### src/rtl/lpar_pkg.sv
// Package for the line pixel address rasterizer.
// Holds field widths, item structs, controller state and command/status types.
// No dependencies.
`default_nettype none

package lpar_pkg;

  localparam int COORD_W      = 6;
  localparam int INK_W        = 8;
  localparam int ADDR_W       = 12;
  localparam int ROW_W        = 7;
  localparam int TILE_DIM_DEF = 64;

  localparam logic [ROW_W-1:0] ROW_WIDTH_RESET = 7'd64;

  typedef struct packed {
    logic [COORD_W-1:0] start_x;
    logic [COORD_W-1:0] start_y;
    logic [COORD_W-1:0] finish_x;
    logic [COORD_W-1:0] finish_y;
    logic [INK_W-1:0]   ink;
  } lpar_in_t;

  typedef struct packed {
    logic [ADDR_W-1:0] pixel_address;
    logic [INK_W-1:0]  pixel_ink;
    logic              final_pixel;
  } lpar_out_t;

  typedef enum logic {
    ST_IDLE,
    ST_DRAW
  } lpar_state_t;

  // controller -> datapath
  typedef struct packed {
    logic load;   // latch a new line command
    logic step;   // advance to the next pixel
  } lpar_cmd_t;

  // datapath -> controller
  typedef struct packed {
    logic last;   // current pixel is the final one
  } lpar_status_t;

endpackage

`default_nettype wire

### src/rtl/lpar_ctrl.sv
// Controller state machine of the line rasterizer.
// Depends on lpar_pkg; drives lpar_datapath through lpar_cmd_t.
`default_nettype none

module lpar_ctrl
  import lpar_pkg::*;
(
  input  logic         clk,
  input  logic         rst,
  input  logic         in_valid,
  output logic         in_ready,
  output logic         out_valid,
  input  logic         out_ready,
  input  lpar_status_t status,
  output lpar_cmd_t    cmd
);

  lpar_state_t state, state_next;

  always_ff @(posedge clk) begin
    if (rst) begin
      state <= ST_IDLE;
    end else begin
      state <= state_next;
    end
  end

  always_comb begin
    state_next = state;
    unique case (state)
      ST_IDLE: begin
        if (in_valid) state_next = ST_DRAW;
      end
      ST_DRAW: begin
        if (out_ready && status.last) state_next = ST_IDLE;
      end
      default: state_next = ST_IDLE;
    endcase
  end

  always_comb begin
    in_ready  = 1'b0;
    out_valid = 1'b0;
    cmd       = '0;
    unique case (state)
      ST_IDLE: begin
        in_ready = 1'b1;
        cmd.load = in_valid;
      end
      ST_DRAW: begin
        out_valid = 1'b1;
        cmd.step  = out_ready;
      end
      default: begin
        in_ready = 1'b0;
      end
    endcase
  end

endmodule

`default_nettype wire

### src/rtl/lpar_datapath.sv
// Datapath of the line rasterizer: setup, error term and address stepping.
// Depends on lpar_pkg; commanded by lpar_ctrl.
`default_nettype none

module lpar_datapath
  import lpar_pkg::*;
#(
  parameter int TileDim = TILE_DIM_DEF
) (
  input  logic               clk,
  input  logic               rst,
  input  logic               cfg_we,
  input  logic [ROW_W-1:0]   cfg_wdata,
  input  lpar_in_t           in_data,
  input  lpar_cmd_t          cmd,
  output lpar_status_t       status,
  output lpar_out_t          out_data
);

  localparam int CntW = $clog2(TileDim + 1);
  localparam logic [COORD_W-1:0] CoordMax = COORD_W'(TileDim - 1);

  logic [ROW_W-1:0]   row_width;
  logic [ADDR_W-1:0]  cur_address;
  logic [COORD_W-1:0] error_term;
  logic [COORD_W-1:0] major_delta;
  logic [COORD_W-1:0] minor_delta;
  logic [ADDR_W-1:0]  major_step;
  logic [ADDR_W-1:0]  minor_step;
  logic [INK_W-1:0]   held_ink;
  logic [CntW-1:0]    pixels_left;

  // setup terms
  logic [COORD_W-1:0] x0, y0, x1, y1, dx, dy;
  logic               x_fwd, y_fwd;
  logic [ADDR_W-1:0]  x_inc, y_inc, row_inc;
  logic [ADDR_W:0]    row_base;
  logic [ADDR_W-1:0]  start_address;

  // stepping terms
  logic [COORD_W:0]   err_sum;
  logic               take_minor;
  logic [ADDR_W-1:0]  addr_major;

  function automatic logic [COORD_W-1:0] clamp(input logic [COORD_W-1:0] c);
    clamp = (c > CoordMax) ? CoordMax : c;
  endfunction

  always_comb begin
    x0 = clamp(in_data.start_x);
    y0 = clamp(in_data.start_y);
    x1 = clamp(in_data.finish_x);
    y1 = clamp(in_data.finish_y);
    x_fwd = (x1 >= x0);
    y_fwd = (y1 >= y0);
    dx = x_fwd ? (x1 - x0) : (x0 - x1);
    dy = y_fwd ? (y1 - y0) : (y0 - y1);
    row_inc = ADDR_W'(row_width);
    x_inc = x_fwd ? ADDR_W'(1) : '1;
    y_inc = y_fwd ? row_inc : (ADDR_W'(0) - row_inc);
    row_base = (ADDR_W + 1)'(y0) * (ADDR_W + 1)'(row_width);
    start_address = row_base[ADDR_W-1:0] + ADDR_W'(x0);
  end

  always_comb begin
    err_sum    = {1'b0, error_term} + {1'b0, minor_delta};
    take_minor = (err_sum >= {1'b0, major_delta});
    addr_major = cur_address + major_step;
  end

  always_ff @(posedge clk) begin
    if (rst) begin
      row_width <= ROW_WIDTH_RESET;
    end else if (cfg_we) begin
      row_width <= cfg_wdata;
    end
  end

  always_ff @(posedge clk) begin
    if (cmd.load) begin
      cur_address <= start_address;
      held_ink    <= in_data.ink;
      if (dy > dx) begin
        major_delta <= dy;
        minor_delta <= dx;
        major_step  <= y_inc;
        minor_step  <= x_inc;
        error_term  <= dx;
        pixels_left <= CntW'(dy) + CntW'(1);
      end else begin
        major_delta <= dx;
        minor_delta <= dy;
        major_step  <= x_inc;
        minor_step  <= y_inc;
        error_term  <= dy;
        pixels_left <= CntW'(dx) + CntW'(1);
      end
    end else if (cmd.step) begin
      if (take_minor) begin
        error_term  <= COORD_W'(err_sum - {1'b0, major_delta});
        cur_address <= addr_major + minor_step;
      end else begin
        error_term  <= err_sum[COORD_W-1:0];
        cur_address <= addr_major;
      end
      pixels_left <= pixels_left - CntW'(1);
    end
  end

  assign status.last            = (pixels_left == CntW'(1));
  assign out_data.pixel_address = cur_address;
  assign out_data.pixel_ink     = held_ink;
  assign out_data.final_pixel   = status.last;

endmodule

`default_nettype wire

### src/rtl/line_pixel_address_rasterizer.sv
// Top level of the line rasterizer: Bresenham line to framebuffer writes.
// Depends on lpar_pkg, lpar_ctrl and lpar_datapath.
//
//   channel  dir   handshake              payload
//   in       in    in_valid / in_ready    in_data  (lpar_in_t, one line command)
//   out      out   out_valid / out_ready  out_data (lpar_out_t, one pixel write)
//   cfg      in    cfg_we                 cfg_wdata (row_width, 7 bits)
//
// A line of N pixels (N = major delta + 1, 1..TileDim): accepting the
// item sets up the start address (y*width + x, one small multiply) and
// the steps, then the stepping loop gives one pixel per cycle while
// out_ready is high. Synchronous reset returns the controller to idle and
// sets row_width to 64. A stall on out_ready freezes the stepping loop with
// the current pixel held on out_data; in_ready is high only while idle.
`default_nettype none

module line_pixel_address_rasterizer
  import lpar_pkg::*;
#(
  parameter int TileDim = TILE_DIM_DEF   // tile edge in pixels, 2..64
) (
  input  logic             clk,
  input  logic             rst,
  // line command items
  input  logic             in_valid,
  output logic             in_ready,
  input  lpar_in_t         in_data,
  // pixel write items
  output logic             out_valid,
  input  logic             out_ready,
  output lpar_out_t        out_data,
  // row width register
  input  logic             cfg_we,
  input  logic [ROW_W-1:0] cfg_wdata
);

  lpar_cmd_t    cmd;
  lpar_status_t status;

  // Controller: idle until a command arrives, then hold out_valid for
  // every pixel and return to idle once the final pixel is taken.
  lpar_ctrl u_ctrl (
    .clk       (clk),
    .rst       (rst),
    .in_valid  (in_valid),
    .in_ready  (in_ready),
    .out_valid (out_valid),
    .out_ready (out_ready),
    .status    (status),
    .cmd       (cmd)
  );

  // Datapath: running address, error term and pixel count. The error term
  // starts at the minor delta; each accepted pixel adds the major step and,
  // when error + minor delta reaches the major delta, also the minor step.
  lpar_datapath #(
    .TileDim (TileDim)
  ) u_datapath (
    .clk       (clk),
    .rst       (rst),
    .cfg_we    (cfg_we),
    .cfg_wdata (cfg_wdata),
    .in_data   (in_data),
    .cmd       (cmd),
    .status    (status),
    .out_data  (out_data)
  );

endmodule

`default_nettype wire
### config.mk
export PLATFORM = sky130hd
export DESIGN_NAME = line_pixel_address_rasterizer
export DESIGN_NICKNAME = d
export VERILOG_FILES = /design/src/rtl/lpar_pkg.sv /design/src/rtl/lpar_ctrl.sv /design/src/rtl/lpar_datapath.sv /design/src/rtl/line_pixel_address_rasterizer.sv
export SDC_FILE = /design/constraint.sdc
export NUM_CORES = 1
export LEC_CHECK = 0
export BUFFER_PORTS_ARGS = -buffer_cell sky130_fd_sc_hd__buf_2
export CAP_MARGIN = 20
export CORE_MARGIN = 3
export CORE_UTILIZATION = 65
export CTS_BUF_LIST = sky130_fd_sc_hd__clkbuf_16
export DETAILED_ROUTE_END_ITERATION = 7
export GPL_ROUTABILITY_DRIVEN = 0
export PLACE_DENSITY = 0.86
export RECOVER_POWER = 100
export SLEW_MARGIN = 15
export SYNTH_ARGS = -nofsm -noshare
export SYNTH_HDL_FRONTEND = slang
export SYNTH_SLANG_ARGS = --single-unit
export TNS_END_PERCENT = 20
### constraint.sdc
create_clock -name clk -period 16.9 [get_ports clk]
set_input_delay 5.07 -clock clk [delete_from_list [all_inputs] [get_ports clk]]
set_output_delay 5.07 -clock clk [all_outputs]
set_load 0.005 [all_outputs]
==> flow_metrics.tcl, run 1 <==
set metrics [dict create \
    outcome "complete, but fails checks" \
    violations "capacitance limit, slew limit" \
    grt_pass1_wl_um 27250 \
    peakVddDrop_v 0.0002501 \
    seq_power_share_pct 19.3 \
    drt-initial-drc-count 511 \
    path_class "in2reg" \
    path_common_cell "ha_1" \
    syn2layout_area_growth_pct 9.653 \
    setup_viol 0 \
    cap_violations 1 \
    slew_viol_final 51 \
    fin_crit_ns 10.48 \
    drc 0 \
    finalCritPeriodShare_pct 61.99 \
    crit_arrival_ns 10.53 \
    hold_buffers 0 \
    crit_required_ns 16.95 \
    port_buffers 66 \
    antenna_found_initial 0 \
    yosysSeqAreaShare_pct 28.35 \
    multi_input_area_sq_um 4569 \
    drive_gt1_share_pct 8.487 \
    nFillCells 730 \
    start_util_pct 67.45 \
    path_cells "clkbuf_1 -> ha_1 -> fa_1 -> nand3b_1 -> a311oi_1 -> or2b_2 -> a21oi_1 -> xnor2_1 -> inv_1 -> ha_1 -> a21o_1 -> a21o_1 -> a211oi_1 -> or2_0 -> mux2i_1 -> ha_1 -> and3_1 -> xnor2_1 -> o21ai_0" \
    post_cts_buffers 0 \
    seqCellArea_sq_um 1992 \
    r2r-start "u_datapath.row_width[3]$_SDFFE_PP0P_" \
    first_pass_iters 6 \
    worst_slew_pin_slew_ns 2.306 \
    pwr-share-comb_pct 66.6 \
    hold_path_class "reg2reg" \
    finalHoldViolCount 0 \
    power_mw 1.618 \
    die_area_sq_um 12090 \
    boundaryPins 67 \
    synthCells 772 \
    viasPerCell 6.074 \
    die_height_um 110.0 \
    synth_seq_cells 69 \
    cts_sinks 69 \
    synth_cell_types 61 \
    fin_skew_ns 0.009144 \
    num_rows 37 \
    wirelength_um 16540 \
    setup_ws_ns 6.424 \
    rsz0062_at_grt "false" \
    ant_nets 0 \
    start_kind "primary input" \
    synth_flop_cell "edfxtp_1" \
    clockBufferDepth 2 \
    reg2reg_to "u_datapath.cur_address[11]$_DFFE_PP_" \
    cts_tree "built" \
    leakage_nw 3.547 \
    hold_end "u_ctrl.state$_SDFF_PP0_" \
    final_core_util_pct 73.96 \
    slew_headroom_pct -53.76 \
    synth_edf_count 61 \
    synthesis.area_sq_um 7025 \
    post_drt_wl_per_cell_um 17.43 \
    async_flop_share_pct 0 \
    clock_power_share_pct 14.1 \
    rrSetupSlack_ns 12.29 \
    synth_warnings 0 \
    setup_tns_ns 0 \
    die_w_um 110.0 \
    p_per_area_nw_per_um2 210.1 \
    crit_path_max_incr_delay_ns 0.98 \
    place_hpwl_um 13010 \
    fmax_mhz 95.46 \
    clk_latency_ns 0.34 \
    nets 977 \
    power.switching_mw 0.7234 \
    min_from "u_ctrl.state$_SDFF_PP0_" \
    diodes 0 \
    rr_worst_depth 15 \
    first_global_vias 5777 \
    syn-num-nets 941 \
    grtUsageTotal_pct 29.08 \
    internal_power_mw 0.8950 \
    htree_levels 3 \
    grt_max_degree 51 \
    via_count 5764 \
    critical_path.max_fanout 23 \
    post_cts_resized 0 \
    avgSynthCellArea_sq_um 9.100 \
    path_clk_slew_ns 0.06 \
    core_area_sq_um 10420 \
    critical_path.slowest_cell "or2_0" \
    cts_root_buffer "clkbuf_16" \
    cts_buffers 9 \
    grt_overflow 0 \
    p_sw_share_pct 44.70 \
    critical-path-top-delay-family "simple AND/OR/NAND/NOR gates" \
    cp_num_buf_inv 2 \
    endpoint_kind "flop" \
    pre_cts_ws_ns 6.940 \
    holdPathStages 2 \
]
logic make-up after synthesis:
logic type	synth area share [%]
AO/OA/AOI/OAI	16.60
XOR/XNOR	7.231
adder cells (fa/ha/maj)	25.72
buffers and inverters	6.643
flip-flops	28.35
multiplexers	2.725
AND/OR/NAND/NOR	12.73
worst register-to-register path: stages (launching register included):
cell and delay, ns:
dfxtp_1 0.57, nand2_1 0.14, fa_1 0.57, fa_1 0.44
fa_1 0.54, inv_1 0.05, fa_1 0.47, ha_1 0.32
inv_1 0.09, o21bai_1 0.07, a21oi_1 0.23, o21ai_0 0.20
a31oi_1 0.25, xnor2_1 0.10, nand2_1 0.11, o31ai_1 0.11
per-layer routing:
| layer | part of all wire [%] | global-route usage, % | vias to the layer above |
|---|---|---|---|
| met5 | 0 | 0 | - |
| met4 | 3.6 | 11.93 | 0 |
| met3 | 6.2 | 5.226 | 53 |
| met2 | 50 | 51.21 | 228 |
| met1 | 40 | 34.87 | 2729 |
| li1 | - | - | 2754 |
power by group through the flow:
stage               Combinational, mW  Sequential [mW]  Clock, mW
CTS                              1.07            0.310      0.228
finish                           1.08            0.312      0.227
global route                     1.20            0.317      0.236
floorplan                       0.823            0.302          0
global placement                0.985            0.311          0
detailed placement               1.05            0.313          0
worst max-delay path by stage:
stage | from | endpoint | slack, ns | depth (start not counted)
after floorplan | in_data[20] | u_datapath.pixels_left[5]$_DFFE_PP_ | 7.74 | 20
final | in_data[20] | u_datapath.pixels_left[4]$_DFFE_PP_ | 6.42 | 19
after CTS | in_data[20] | u_datapath.pixels_left[4]$_DFFE_PP_ | 7.24 | 20
after global placement | in_data[20] | u_datapath.pixels_left[4]$_DFFE_PP_ | 7.24 | 20
after global routing | in_data[20] | u_datapath.pixels_left[5]$_DFFE_PP_ | 5.99 | 19
after detailed placement | in_data[20] | u_datapath.pixels_left[4]$_DFFE_PP_ | 6.94 | 20
stage by stage:
stage	instances	cell area (sq um)	hold WS, ns
4_1_cts	949	7747	0.5558
5_1_grt	949	7704	0.5746
2_1_floorplan	772	7025	0.5239
3_3_place_gp	933	7391	0.5095
6_report	949	7704	0.5574
3_5_place_dp	933	7391	0.5415
state kept, by name, indices dropped and copies added (netlist names):
register	count
u_ctrl.state	1
u_datapath.cur_address	12
u_datapath.error_term	6
u_datapath.held_ink	8
u_datapath.major_delta	6
u_datapath.major_step	8
u_datapath.minor_delta	6
u_datapath.minor_step	8
u_datapath.pixels_left	7
u_datapath.row_width	7
cell type report:
type | count | area share, %
Sequential cell | 69 | 25.86
Clock inverter | 7 | 1.705
Clock buffer | 9 | 2.924
Timing Repair Buffer | 69 | 4.142
Multi-Input combinational cell | 580 | 59.31
Inverter | 79 | 3.849
Tap cell | 136 | 2.209
layout by cell type, fill, tap and decap left out, drive strengths merged, types with 4 or more instances in the layout:
master | synthesis | routed
a211oi | 9 | 9
a21o | 20 | 20
a21oi | 76 | 76
a31oi | 5 | 5
and2 | 13 | 13
buf | 4 | 47
bufinv | 0 | 4
clkbuf | 40 | 31
dfxtp | 8 | 8
edfxtp | 61 | 61
fa | 31 | 31
ha | 94 | 94
inv | 77 | 80
mux2i | 18 | 18
nand2 | 67 | 67
nand3 | 4 | 4
nand4 | 6 | 6
nor2 | 56 | 56
nor2b | 12 | 12
nor3 | 10 | 10
o211ai | 4 | 4
o21a | 10 | 10
o21ai | 30 | 30
o21bai | 6 | 6
o31ai | 4 | 4
or3 | 4 | 4
xnor2 | 40 | 40
xor2 | 18 | 18
synthesized netlist by cell type, types with 3 or more instances:
| cell | n | area share [%] |
|---|---|---|
| clkbuf_1 | 40 | 2.1 |
| or3_1 | 4 | 0.36 |
| xnor2_1 | 40 | 5.0 |
| or2_2 | 3 | 0.27 |
| nand2_1 | 67 | 3.6 |
| nor2_1 | 56 | 3.0 |
| a31oi_1 | 4 | 0.36 |
| o21a_1 | 10 | 1.1 |
| nand3b_1 | 3 | 0.32 |
| mux2i_1 | 18 | 2.6 |
| a21o_1 | 20 | 2.1 |
| nand3_1 | 4 | 0.28 |
| a21oi_1 | 74 | 5.3 |
| o21bai_1 | 6 | 0.64 |
| o21ai_0 | 27 | 1.9 |
| ha_1 | 94 | 17 |
| edfxtp_1 | 61 | 26 |
| a211oi_1 | 9 | 0.96 |
| inv_1 | 77 | 4.1 |
| and3_1 | 3 | 0.27 |
| xor2_1 | 18 | 2.2 |
| o211ai_1 | 4 | 0.43 |
| o31ai_1 | 4 | 0.43 |
| o21ai_1 | 3 | 0.21 |
| dfxtp_1 | 8 | 2.3 |
| and2_1 | 13 | 1.2 |
| fa_1 | 31 | 8.8 |
| nand4_1 | 6 | 0.53 |
| nor2b_1 | 12 | 1.1 |
| nor3_1 | 10 | 0.71 |
No activity file was read; power rests on OpenSTA's default activity.
==> run 2, diff against run 1 <==
- ABC_AREA: default -> 1
- CORE_UTILIZATION: 65 -> 62
- PLACE_DENSITY: 0.86 -> 0.82
- clock period: 16.9 -> 10 ns (I/O delays scaled with it)
==> flow_metrics.tcl, run 2 <==
set metrics [dict create \
    p_sw_share_pct 50.29 \
    rsz0062_at_grt "false" \
    synth_flop_cell "edfxtp_1" \
    die_area_sq_um 13910 \
    drive_gt1_share_pct 10.45 \
    setup_tns_ns 0 \
    avgSynthCellArea_sq_um 7.610 \
    fin_crit_ns 7.778 \
    netlist.area_leader.share_pct 23.57 \
    die_height_um 117.9 \
    top_register "u_datapath.cur_address" \
    fin_skew_ns 0.005588 \
    async_flop_share_pct 0 \
    synth_area_leaders "edfxtp_1 (24%), ha_1 (15%), nand2_1 (12%)" \
    path_clk_slew_ns 0.05 \
    grtUsageTotal_pct 25.08 \
    clock_power_share_pct 10.0 \
    yosysSeqAreaShare_pct 25.64 \
    peakVddDrop_v 0.0001428 \
    critical-path-top-delay-family "buffers and inverters" \
    setup_viol 0 \
    power.switching_mw 1.354 \
    crit_path_max_incr_delay_ns 2.18 \
    finalCritPeriodShare_pct 77.78 \
    multi_input_area_sq_um 4871 \
    worst_slew_pin_slew_ns 3.097 \
    cts_buffers 9 \
    drc 0 \
    cts_root_buffer "clkbuf_16" \
    pre_cts_ws_ns 3.086 \
    antenna_found_initial 0 \
    yosys-top-cells-count "nand2_1 (248), inv_1 (154), ha_1 (94)" \
    post_cts_buffers 0 \
    reg2reg_to "u_datapath.cur_address[11]$_DFFE_PP_" \
    hold_path_class "reg2reg" \
    grt_max_degree 68 \
    viasPerCell 5.351 \
    die_w_um 117.9 \
    slew_viol_final 68 \
    cts_sinks 69 \
    port_buffers 66 \
    grt_pass1_wl_um 28810 \
    grt_overflow 0 \
    synthCells 1021 \
    synthesis.area_sq_um 7770 \
    internal_power_mw 1.338 \
    path_cells "clkbuf_1 -> inv_1 -> nor2_4 -> clkbuf_1 -> inv_1 -> nand2_1 -> buf_16" \
    violations "capacitance limit, slew limit" \
    critical_path.slowest_cell "clkbuf_1" \
    fmax_mhz 128.6 \
    clockBufferDepth 2 \
    finalHoldViolCount 0 \
    synth_edf_count 61 \
    r2r-start "u_ctrl.state$_SDFF_PP0_" \
    synth_cell_types 45 \
    setup_ws_ns 2.222 \
    nets 1217 \
    cp_num_buf_inv 5 \
    power_mw 2.692 \
    cap_violations 1 \
    crit_arrival_ns 7.81 \
    hold_buffers 0 \
    crit_cells 7 \
    cts_tree "built" \
    post_cts_resized 0 \
    path_class "in2reg" \
    ant_nets 0 \
    yosys.area.top_type "edfxtp_1" \
    start_util_pct 64.15 \
    final_common_cell "nand2_1" \
    critical_path.max_fanout 67 \
    yosysMostFrequentCell "nand2_1" \
    seqCellArea_sq_um 1992 \
    outcome "complete, but fails checks" \
    wirelength_um 16860 \
    post_drt_wl_per_cell_um 13.81 \
    pwr-share-comb_pct 70.6 \
    synth_seq_cells 69 \
    core_area_sq_um 12110 \
    slew_headroom_pct -106.4 \
    largest_reg_flops 12 \
    rr_worst_depth 5 \
    dp_cells 1204 \
    startpoint "in_valid" \
    via_count 6533 \
    syn-num-nets 1190 \
    num_rows 40 \
    syn2layout_area_growth_pct 6.618 \
    first_pass_iters 5 \
    p_per_area_nw_per_um2 325.0 \
    drt-initial-drc-count 424 \
    boundaryPins 67 \
    nFillCells 1061 \
    final_cells 1221 \
    clk_latency_ns 0.32 \
    rrSetupSlack_ns 4.63 \
    min_from "u_ctrl.state$_SDFF_PP0_" \
    seq_power_share_pct 19.5 \
    start_kind "primary input" \
    first_global_vias 6323 \
    leakage_nw 4.299 \
    timing.hold.ws_ns 0.5910 \
    worstSetupEndpoint "u_datapath.cur_address[11]$_DFFE_PP_" \
    most-common-layout-cells "nand2_1 (253), inv_1 (158), ha_1 (94)" \
    crit_required_ns 10.03 \
    htree_levels 3 \
    diodes 0 \
    place_hpwl_um 13660 \
    synth_warnings 0 \
    endpoint_kind "flop" \
]
[run 2: cell count changes after synthesis, moves of 13 or more]
cell | previous run | this run
a21o_1 | 20 | 2
nand2_2 | 0 | 18
and2_1 | 13 | 0
mux2i_1 | 18 | 0
o21ai_0 | 27 | 49
xnor2_1 | 40 | 14
nand3_1 | 4 | 59
o21ai_1 | 3 | 18
inv_1 | 77 | 154
a21oi_1 | 74 | 53
nand2_1 | 67 | 248
xor2_1 | 18 | 32
nor2_1 | 56 | 40
[run 2: worst min path at each step]
stage	end	slack, ns	cells after the start
after floorplan	u_ctrl.state$_SDFF_PP0_	0.52	1
after global placement	u_ctrl.state$_SDFF_PP0_	0.57	1
after detailed placement	u_ctrl.state$_SDFF_PP0_	0.58	1
after CTS	u_ctrl.state$_SDFF_PP0_	0.59	1
after global routing	u_ctrl.state$_SDFF_PP0_	0.62	1
final	u_ctrl.state$_SDFF_PP0_	0.59	1
[run 2: final cells by class]
cell class,instances,area share [%]
Multi-Input combinational cell,737,58.80
Sequential cell,69,24.04
Inverter,163,7.401
Timing Repair Buffer,68,4.169
Clock buffer,9,2.719
Tap cell,168,2.537
Clock inverter,7,0.3323
[run 2: layer usage]
metal	routed length [um]	GRT usage (%)	up-vias
met1	7621	33.86	2952
li1	-	-	3343
met5	0	0	-
met2	7911	42.08	207
met4	346	7.473	0
met3	983	3.556	31
[run 2: through the flow]
| stage | utilization, % | instance area, sq um |
|---|---|---|
| finish | 68.40 | 8284 |
| global route | 68.40 | 8284 |
| CTS | 68.78 | 8330 |
| detailed placement | 66.69 | 8078 |
| global placement | 66.69 | 8078 |
| floorplan | - | 7770 |
[run 2: power by group through the flow]
stage | sequential [mW] | combinational, mW | clock, mW
3_5_place_dp | 0.525 | 1.87 | 0
2_1_floorplan | 0.509 | 1.55 | 0
4_1_cts | 0.521 | 1.91 | 0.272
3_3_place_gp | 0.523 | 1.83 | 0
5_1_grt | 0.532 | 2.17 | 0.284
6_report | 0.524 | 1.90 | 0.268
[run 2: cells by family (layout without fill, tap and decap cells)]
group	count (synthesis)	after routing	share of synthesized area [%]
AO/OA/AOI/OAI	150	150	10.74
XOR/XNOR	46	46	5.185
adder cells (fa/ha/maj)	125	125	23.12
buffers and inverters	215	247	11.08
flip-flops	69	69	25.64
AND/OR/NAND/NOR	416	416	24.24
==> run 3, diff against run 2 <==
- ABC_AREA: 1 -> 0
- CORE_UTILIZATION: 62 -> 61
- clock period: 10 -> 7.4 ns (I/O delays scaled with it)
==> flow_metrics.tcl, run 3 (synthesis gave the netlist of run 1 again) <==
set metrics [dict create \
    path_cells "buf_2 -> ha_1 -> fa_1 -> nand3b_1 -> a311oi_2 -> or2b_2 -> a211oi_1 -> a311o_1 -> a31oi_2 -> ha_1 -> nand4_1 -> a21oi_1 -> a211oi_1 -> or2_2 -> mux2i_1 -> a21boi_0 -> and4_1 -> xnor2_1 -> o21ai_0" \
    first_pass_iters 6 \
    post_drt_wl_per_cell_um 16.60 \
    gr-usage-met1_pct 32.25 \
    met3_usage_pct 3.850 \
    ant_nets 0 \
    htree_levels 3 \
    cts_tree "built" \
    power_mw 3.571 \
    rr_worst_depth 15 \
    final_common_cell "ha_1" \
    cts_sinks 69 \
    post_cts_resized 0 \
    clk_latency_ns 0.34 \
    timing.hold.ws_ns 0.5368 \
    peakVddDrop_v 0.0007130 \
    port_buffers 66 \
    nets 979 \
    cts_root_buffer "clkbuf_16" \
    setup_viol 0 \
    cap_violations 1 \
    die_w_um 113.3 \
    grt_use_met2_pct 45.18 \
    wirelength_um 15850 \
    num_rows 38 \
    endpoint_kind "flop" \
    rsz0062_at_grt "false" \
    largest_reg_flops 12 \
    die_area_sq_um 12840 \
    finalCritPeriodShare_pct 92.57 \
    via_count 5680 \
    outcome "complete, but fails checks" \
    leakage_nw 3.520 \
    post_cts_buffers 0 \
    violations "capacitance limit, slew limit" \
    fin_crit_ns 6.850 \
    start_kind "primary input" \
    slew_headroom_pct -114.7 \
    hold_path_class "reg2reg" \
    slew_viol_final 70 \
    drt-initial-drc-count 597 \
    place_hpwl_um 12620 \
    antenna_found_initial 0 \
    clockBufferDepth 2 \
    busiest_layer "met2" \
    grt_overflow 0 \
    hold_buffers 0 \
    fmax_mhz 146.0 \
    grt_max_degree 70 \
    finalHoldViolCount 0 \
    core_area_sq_um 11030 \
    most-common-layout-cells "ha_1 (94), inv_1 (78), a21oi_1 (75)" \
    syn2layout_area_growth_pct 8.940 \
    setup_ws_ns 0.5500 \
    first_global_vias 5756 \
    drive_gt1_share_pct 10.18 \
    top_register "u_datapath.cur_address" \
    p_per_area_nw_per_um2 466.6 \
    holdPathStages 2 \
    crit_arrival_ns 6.90 \
    path_class "in2reg" \
    drc 0 \
    path_clk_slew_ns 0.06 \
    boundaryPins 67 \
    viasPerCell 5.948 \
    critical_path.max_fanout 23 \
    fin_skew_ns 0.01024 \
    worst_slew_pin_slew_ns 3.220 \
    cts_buffers 9 \
    diodes 0 \
    crit_path_max_incr_delay_ns 0.43 \
    crit_required_ns 7.45 \
    final_area_sq_um 7654 \
    grtUsageTotal_pct 25.80 \
    placed_area_sq_um 7418 \
    pre_cts_ws_ns 0.3548 \
    die_height_um 113.3 \
    critical_path.slowest_cell "or2_2" \
    grt_pass1_wl_um 26840 \
    start_util_pct 63.69 \
    setup_tns_ns 0 \
]
-- run 3: cell types whose count changed in the layout (fill, tap and decap cells not counted), moves of 18 or more --
cell,before,now
mux2i_1,0,18
a21o_1,2,20
xnor2_1,14,40
nand3_1,62,4
o21ai_0,62,29
a21oi_1,53,75
nand2_1,253,67
inv_1,158,78
-- run 3: area by class of cell --
type | instances | area, sq um
clock buffer | 9 | 225.2
clock inverter | 7 | 51.30
fill | 846 | 3377
inverter | 79 | 296.5
multi-input combinational | 580 | 4576
sequential | 69 | 1992
tap | 140 | 175.2
timing repair buffer | 71 | 337.8
-- run 3: final timing paths --
path | slack (ns) | from | end
min | 0.54 | u_ctrl.state$_SDFF_PP0_ | u_ctrl.state$_SDFF_PP0_
max | 0.55 | in_data[20] | u_datapath.pixels_left[5]$_DFFE_PP_
min reg2reg | 0.54 | u_ctrl.state$_SDFF_PP0_ | u_ctrl.state$_SDFF_PP0_
max reg2reg | 2.78 | u_datapath.row_width[3]$_SDFFE_PP0P_ | u_datapath.cur_address[11]$_DFFE_PP_
-- run 3: through the flow --
step,instances,utilization [%]
after floorplan,772,-
after global placement,938,67.12
after detailed placement,939,67.25
after CTS,955,69.76
after global routing,955,69.39
final,955,69.39
-- run 3: worst max-delay path, delay by kind of cell --
kind / cells / cell delay (ns)
xor gates and xnor gates: 1 / 0.12
and+or+nand+nor: 5 / 1.27
buffers and inverters: 1 / 0.14
muxes: 1 / 0.43
adders and majority gates: 3 / 0.92
AOI/OAI and AO/OA: 8 / 1.79
-- run 3: power breakdown --
group | internal, mW | switching (mW) | total [mW]
Clock | 0.228 | 0.173 | 0.401
Sequential | 0.636 | 0.0720 | 0.708
Combinational | 1.06 | 1.40 | 2.46
Total | 1.92 | 1.65 | 3.57
-- run 3: routing by layer --
metal | vias up | share of wire (%)
met5 | - | 0
met4 | 0 | 3.4
met3 | 40 | 6.1
met2 | 218 | 49
met1 | 2677 | 41
li1 | 2745 | -
